==> src/sv/gpd_pkg.sv <==
`default_nettype none
// ----------------------------------------------------------------------------
// gpd_pkg: shared types, constants and tables
// Calendar codes, epoch constants, reciprocal constants and month tables
// used by the Gregorian/Persian date converter.
// ----------------------------------------------------------------------------
package gpd_pkg;

	typedef enum logic {
		CAL_GREG = 1'b0,
		CAL_PERS = 1'b1
	} cal_t;

	localparam int YEAR_W = 12;
	localparam int JD_W   = 22;
	localparam int REM_W  = 9;

	localparam logic [JD_W-1:0] PERSIAN_ZERO = 22'd1947954;
	localparam logic [JD_W-1:0] GREG_EPOCH   = 22'd1721060;

	localparam logic [YEAR_W-1:0] P_YEAR_MIN = 12'd1;
	localparam logic [YEAR_W-1:0] P_YEAR_MAX = 12'd2324;
	localparam logic [YEAR_W-1:0] G_YEAR_MIN = 12'd623;
	localparam logic [YEAR_W-1:0] G_YEAR_MAX = 12'd2945;

	// floor(x / 1250) = (x * 858994) >> 30, exact for x below 1.5e6
	localparam logic [19:0] P_DIV_MUL   = 20'd858994;
	localparam int          P_DIV_SHIFT = 30;
	// floor(y / 100) = (y * 5243) >> 19, exact for 12-bit y
	localparam logic [12:0] D100_MUL    = 13'd5243;
	localparam int          D100_SHIFT  = 19;
	// floor(x / 365) = (x * 1470880) >> 29, exact for x below 1.8e6
	localparam logic [20:0] D365_MUL    = 21'd1470880;
	localparam int          D365_SHIFT  = 29;

	// Persian year offset: delta of the segment holding the year
	function automatic logic [10:0] seg_delta(input logic [YEAR_W-1:0] y);
		logic [10:0] r;
		priority if (y < 12'd6)    r = 11'd1249;
		else if (y < 12'd394)      r = 11'd952;
		else if (y < 12'd720)      r = 11'd891;
		else if (y < 12'd786)      r = 11'd930;
		else if (y < 12'd1145)     r = 11'd866;
		else if (y < 12'd1635)     r = 11'd869;
		else if (y < 12'd1701)     r = 11'd844;
		else if (y < 12'd1866)     r = 11'd848;
		else                       r = 11'd852;
		return r;
	endfunction

	// days in the Persian year before month m
	function automatic logic [REM_W-1:0] cum_pers(input logic [3:0] m);
		logic [REM_W-1:0] r;
		unique case (m)
			4'd1:    r = 9'd0;
			4'd2:    r = 9'd31;
			4'd3:    r = 9'd62;
			4'd4:    r = 9'd93;
			4'd5:    r = 9'd124;
			4'd6:    r = 9'd155;
			4'd7:    r = 9'd186;
			4'd8:    r = 9'd216;
			4'd9:    r = 9'd246;
			4'd10:   r = 9'd276;
			4'd11:   r = 9'd306;
			4'd12:   r = 9'd336;
			default: r = 9'd0;
		endcase
		return r;
	endfunction

	// days in a common Gregorian year before month m
	function automatic logic [REM_W-1:0] cum_greg(input logic [3:0] m);
		logic [REM_W-1:0] r;
		unique case (m)
			4'd1:    r = 9'd0;
			4'd2:    r = 9'd31;
			4'd3:    r = 9'd59;
			4'd4:    r = 9'd90;
			4'd5:    r = 9'd120;
			4'd6:    r = 9'd151;
			4'd7:    r = 9'd181;
			4'd8:    r = 9'd212;
			4'd9:    r = 9'd243;
			4'd10:   r = 9'd273;
			4'd11:   r = 9'd304;
			4'd12:   r = 9'd334;
			default: r = 9'd0;
		endcase
		return r;
	endfunction

	// days before month m in either calendar, leap day after February in the Gregorian one
	function automatic logic [REM_W-1:0] cum_days(input cal_t cal, input logic leap,
			input logic [3:0] m);
		logic [REM_W-1:0] r;
		if (cal == CAL_PERS) begin
			r = cum_pers(m);
		end else begin
			r = cum_greg(m) + REM_W'(leap && (m >= 4'd3));
		end
		return r;
	endfunction

endpackage

`default_nettype wire

==> src/sv/gpd_ystart.sv <==
`default_nettype none
// ----------------------------------------------------------------------------
// gpd_ystart: year start unit
// Two-stage pipeline giving the first day number of a year in either
// calendar, and the Gregorian leap flag (false outside 623..2945).
// ----------------------------------------------------------------------------
module gpd_ystart
	import gpd_pkg::*;
(
	input  wire logic              clk,
	input  wire logic              en_a,
	input  wire logic              en_b,
	input  wire cal_t              cal,
	input  wire logic [YEAR_W-1:0] year,
	output logic      [JD_W-1:0]   start,
	output logic                   leap
);

	logic [20:0]       x_d;
	logic [24:0]       p100;
	logic [20:0]       x_s1;
	logic [5:0]        q100_s1;
	logic [YEAR_W-1:0] year_s1;
	cal_t              cal_s1;

	logic [40:0]       p1250;
	logic [10:0]       q1250;
	logic [JD_W-1:0]   pstart;
	logic [JD_W-1:0]   gstart;
	logic              mod100_zero;
	logic              gleap;

	assign x_d  = 21'(seg_delta(year)) + 21'(year) * 21'd303;
	assign p100 = 25'(year) * 25'(D100_MUL);

	always_ff @(posedge clk) begin
		if (en_a) begin
			x_s1    <= x_d;
			q100_s1 <= p100[D100_SHIFT +: 6];
			year_s1 <= year;
			cal_s1  <= cal;
		end
	end

	always_comb begin
		p1250       = 41'(x_s1) * 41'(P_DIV_MUL);
		q1250       = p1250[P_DIV_SHIFT +: 11];
		pstart      = PERSIAN_ZERO + 22'(year_s1) * 22'd365 + 22'(q1250) + 22'd1;
		mod100_zero = (year_s1 == 12'(12'(q100_s1) * 12'd100));
		gleap       = (year_s1 >= G_YEAR_MIN) && (year_s1 <= G_YEAR_MAX) &&
			(year_s1[1:0] == 2'b00) && (!mod100_zero || (q100_s1[1:0] == 2'b00));
		gstart      = 22'(year_s1) * 22'd365 + 22'(year_s1[11:2]) - 22'(q100_s1) +
			22'(q100_s1[5:2]) - 22'(gleap) + GREG_EPOCH + 22'd1;
	end

	always_ff @(posedge clk) begin
		if (en_b) begin
			start <= (cal_s1 == CAL_PERS) ? pstart : gstart;
			leap  <= gleap;
		end
	end

endmodule

`default_nettype wire

==> src/sv/gpd_to_days.sv <==
`default_nettype none
// ----------------------------------------------------------------------------
// gpd_to_days: validation and day number
// Stages 1 to 3: range checks, year starts, month length check and the
// absolute day number of the source date.
// ----------------------------------------------------------------------------
module gpd_to_days
	import gpd_pkg::*;
(
	input  wire logic              clk,
	input  wire logic [2:0]        en,
	input  wire cal_t              cal,
	input  wire logic [YEAR_W-1:0] year,
	input  wire logic [3:0]        month,
	input  wire logic [4:0]        day,
	output logic                   valid_s3,
	output cal_t                   cal_s3,
	output logic      [JD_W-1:0]   jd_s3
);

	logic              ok_d;
	logic              ok_s1, ok_s2;
	cal_t              cal_s1, cal_s2;
	logic [3:0]        month_s1, month_s2;
	logic [4:0]        day_s1, day_s2;
	logic [JD_W-1:0]   start0, start1;
	logic              leap0, leap1;
	logic [JD_W-1:0]   plen;
	logic [4:0]        lim;
	logic [JD_W-1:0]   jd_d;

	always_comb begin
		ok_d = (month >= 4'd1) && (month <= 4'd12) && (day >= 5'd1);
		if (cal == CAL_PERS) begin
			ok_d = ok_d && (year >= P_YEAR_MIN) && (year <= P_YEAR_MAX);
		end else begin
			ok_d = ok_d && (year >= G_YEAR_MIN) && (year <= G_YEAR_MAX);
		end
	end

	gpd_ystart u_ys_cur (
		.clk   (clk),
		.en_a  (en[0]),
		.en_b  (en[1]),
		.cal   (cal),
		.year  (year),
		.start (start0),
		.leap  (leap0)
	);

	gpd_ystart u_ys_next (
		.clk   (clk),
		.en_a  (en[0]),
		.en_b  (en[1]),
		.cal   (cal),
		.year  (year + 12'd1),
		.start (start1),
		.leap  (leap1)
	);

	always_ff @(posedge clk) begin
		if (en[0]) begin
			ok_s1    <= ok_d;
			cal_s1   <= cal;
			month_s1 <= month;
			day_s1   <= day;
		end
		if (en[1]) begin
			ok_s2    <= ok_s1;
			cal_s2   <= cal_s1;
			month_s2 <= month_s1;
			day_s2   <= day_s1;
		end
	end

	always_comb begin
		plen = start1 - start0;
		if (cal_s2 == CAL_PERS) begin
			if (month_s2 == 4'd12) begin
				lim = (plen == 22'd366) ? 5'd30 : 5'd29;
			end else begin
				lim = (month_s2 <= 4'd6) ? 5'd31 : 5'd30;
			end
		end else begin
			if (month_s2 == 4'd2) begin
				lim = leap0 ? 5'd29 : 5'd28;
			end else if ((month_s2 == 4'd4) || (month_s2 == 4'd6) ||
					(month_s2 == 4'd9) || (month_s2 == 4'd11)) begin
				lim = 5'd30;
			end else begin
				lim = 5'd31;
			end
		end
		jd_d = start0 + 22'(cum_days(cal_s2, leap0, month_s2)) + 22'(day_s2) - 22'd1;
	end

	always_ff @(posedge clk) begin
		if (en[2]) begin
			valid_s3 <= ok_s2 && (day_s2 <= lim);
			cal_s3   <= cal_s2;
			jd_s3    <= jd_d;
		end
	end

endmodule

`default_nettype wire

==> config.mk <==
export PLATFORM = sky130hd
export DESIGN_NAME = gpd_to_days
export DESIGN_NICKNAME = d
export VERILOG_FILES = /design/src/sv/gpd_pkg.sv /design/src/sv/gpd_ystart.sv /design/src/sv/gpd_to_days.sv
export SDC_FILE = /design/constraint.sdc
export NUM_CORES = 2
export LEC_CHECK = 0
export BUFFER_PORTS_ARGS = -buffer_cell sky130_fd_sc_hd__buf_2
export CAP_MARGIN = 10
export CORE_UTILIZATION = 40
export DETAILED_ROUTE_END_ITERATION = 10
export HOLD_SLACK_MARGIN = 0.05
export PLACE_DENSITY_LB_ADDON = 0.3
export SYNTH_ARGS = -nofsm -noshare
export SYNTH_HDL_FRONTEND = slang
export SYNTH_SLANG_ARGS = --single-unit
==> constraint.sdc <==
create_clock -name clk -period 10.9 [get_ports clk]
set_clock_uncertainty 0.15 [all_clocks]
set_input_delay 0 -clock clk [delete_from_list [all_inputs] [get_ports clk]]
set_output_delay 0 -clock clk [all_outputs]
set_load 0.03 [all_outputs]
==> results_dict.tcl <==
set metrics [dict create \
    pin_count 50 \
    seq_area_frac_synth_pct 12.1 \
    grt_pass1_vias 31900 \
    min_period_ns 9.65 \
    hold_buffers 25 \
    cp_top_family "adder cells" \
    path_buf_inv 4 \
    reg2reg_depth 30 \
    hold_viol 0 \
    area_growth_syn_to_layout_pct 6.71 \
    grt_pass1_wl_um 164000 \
    min_path_type "in2reg" \
    drive_gt1_share_pct 2.80 \
    stdcell_count 6224 \
    placed_cells 6167 \
    clkLatencyLatePin_ns 0.50 \
    place.gp.congestion 0.898 \
    final_common_cell "inv_1" \
    synthAdderAreaFrac_pct 54.9 \
    rsz0062_at_grt "no" \
    hold_depth 2 \
    path_max_fanout 5 \
    synthesis.area_um2 44200 \
    cts_root_buf "clkbuf_16" \
    drt_first_iter_violations 1274 \
    required_ns 10.99 \
    globalRouteOverflowTotal 0 \
    ys_warn_count 0 \
    io_buffers 49 \
    cpMaxStageDelayCell "a2111oi_2" \
    viasPerCell 4.91 \
    path_class "reg2reg" \
    cts_buffers 17 \
    grt_antenna_before_repair 1 \
    tns_ns 0 \
    synth_top_family_by_area "adder cells" \
    synthMuxAreaShare_pct 0.374 \
    yosys.area_share.simple_pct 7.11 \
    core.rowCount 121 \
    fmax_mhz 104 \
    worstHoldStart "en[1]" \
    postRouteAntennaNets 0 \
    die_y_um 334 \
    synth-xor-area-share_pct 4.42 \
    relSlewSlack_pct 19.4 \
    post-route-period-util_pct 88.5 \
    dp_hpwl_um 87200 \
    worst_pin_slew_ns 1.20 \
    wl_um 99200 \
    drv_slew 0 \
    fin_nets 6349 \
    htreeDepth 4 \
    mostFrequentLayoutCells "1335 x inv_1, 1001 x ha_1, 587 x fa_1" \
    synth.avg_cell_area_um2 9.51 \
    critPathCaptureType "flip-flop" \
    startpoint "u_ys_next.x_s1[7]" \
    post-route-util_pct 43.2 \
    grt_max_degree 62 \
    setup_violations 0 \
    n_antenna_cell 0 \
    ys_types 76 \
    synth-seq-cells 183 \
    synth_cells 4648 \
    post_cts_resized 0 \
    cp-start-kind "flip-flop" \
    cts.clk_slew.worst_paths_ns 0.09 \
    cp_num_cells 30 \
    numClockSinks 183 \
    dr.pass1.iters 5 \
    initial_core_util_pct 40.5 \
    synth_flop_cell "edfxtp_1" \
    r2r_start "u_ys_next.x_s1[7]" \
    die_w_um 334 \
    synth_fp_nets 6262 \
    drc 0 \
    clockBufferDepth 2 \
    outcome "completed" \
    core_area_um2 109000 \
    post_drt_wl_per_cell_um 15.9 \
    arrival_ns 9.74 \
    grt_use_total_pct 18.4 \
    maxCapViolCount 0 \
    cts_tree "yes" \
    crit_top_cell "fa_1" \
    slowest_delay_ns 0.84 \
    synth_edf_count 169 \
    synth_compound_area_share_pct 9.56 \
    fp.dieArea_um2 112000 \
    cts_post_setup_buffers_inserted 0 \
    fillerInstances 10700 \
    synthArstFlopShare_pct 0 \
    vias 30600 \
]
==> sequential cells by signal, indices dropped and copies added, names as in the netlist, named ones only <==
register / cells
u_ys_next.q100_s1: 6
u_ys_next.year_s1: 12
u_ys_cur.leap: 1
day_s2: 5
valid_s3: 1
ok_s2: 1
u_ys_cur.x_s1: 21
month_s2: 4
cal_s3: 1
ok_s1: 1
u_ys_cur.start: 22
u_ys_cur.year_s1: 12
u_ys_cur.q100_s1: 6
u_ys_next.start: 22
cal_s2: 1
u_ys_cur.cal_s1: 1
u_ys_next.x_s1: 21
month_s1: 4
day_s1: 5
jd_s3: 22
==> final timing paths <==
kind | to | slack (ns)
max | u_ys_next.start[21] | 1.25
min | month_s2[3] | 0.05
max reg2reg | u_ys_next.start[21] | 1.25
min reg2reg | day_s2[0] | 0.27
==> stage by stage <==
stage	area (um2)	hold WS (ns)	setup slack (ns)
5_1_grt	47200	0.0866	0.834
2_1_floorplan	44200	-0.0511	2.55
6_report	47200	0.0497	1.25
3_3_place_gp	46300	0.0488	1.38
4_1_cts	47200	0.0560	1.25
3_5_place_dp	46300	0.0481	1.24
==> synth_stat cells, drive strengths merged (26+ instances only) <==
master,number,area [um2]
nor2,159,597
a21o,58,435
xor2,63,552
nand3,53,265
fa,587,11800
o21ai,146,731
or3,26,168
nor3,52,260
nor2b,36,225
ha,1001,12500
inv,1337,5020
nand2,152,571
o21a,30,225
o21bai,26,195
xnor2,160,1400
nand2b,27,169
and3,31,194
edfxtp,169,5070
a31oi,27,169
a21oi,176,885
==> cell type report <==
cell class | count | area (um2) | area share, %
Inverter | 1337 | 5020 | 10.6
Multi-Input combinational cell | 3109 | 33800 | 71.6
Tap cell | 1476 | 1850 | 3.92
Clock inverter | 15 | 160 | 0.340
Clock buffer | 17 | 425 | 0.902
Sequential cell | 183 | 5360 | 11.4
Timing Repair Buffer | 87 | 596 | 1.26
==> metal layers <==
layer	up-vias	track usage [%]	wire, um
li1	15200	-	-
met1	14900	24.9	47200
met2	395	31.8	47800
met3	88	1.75	2590
met4	2	4.01	1590
met5	-	0	13
==> kinds of logic after synthesis <==
family / count (synthesis)
buffers and inverters: 1356
adders and majority gates: 1588
and+or+nand+nor: 639
muxes: 16
AOI/OAI and AO/OA: 643
DFF: 183
xor gates and xnor gates: 223
Power is not shown: default switching activity piles up to over one toggle a cycle in this logic, so the estimate is an artifact.
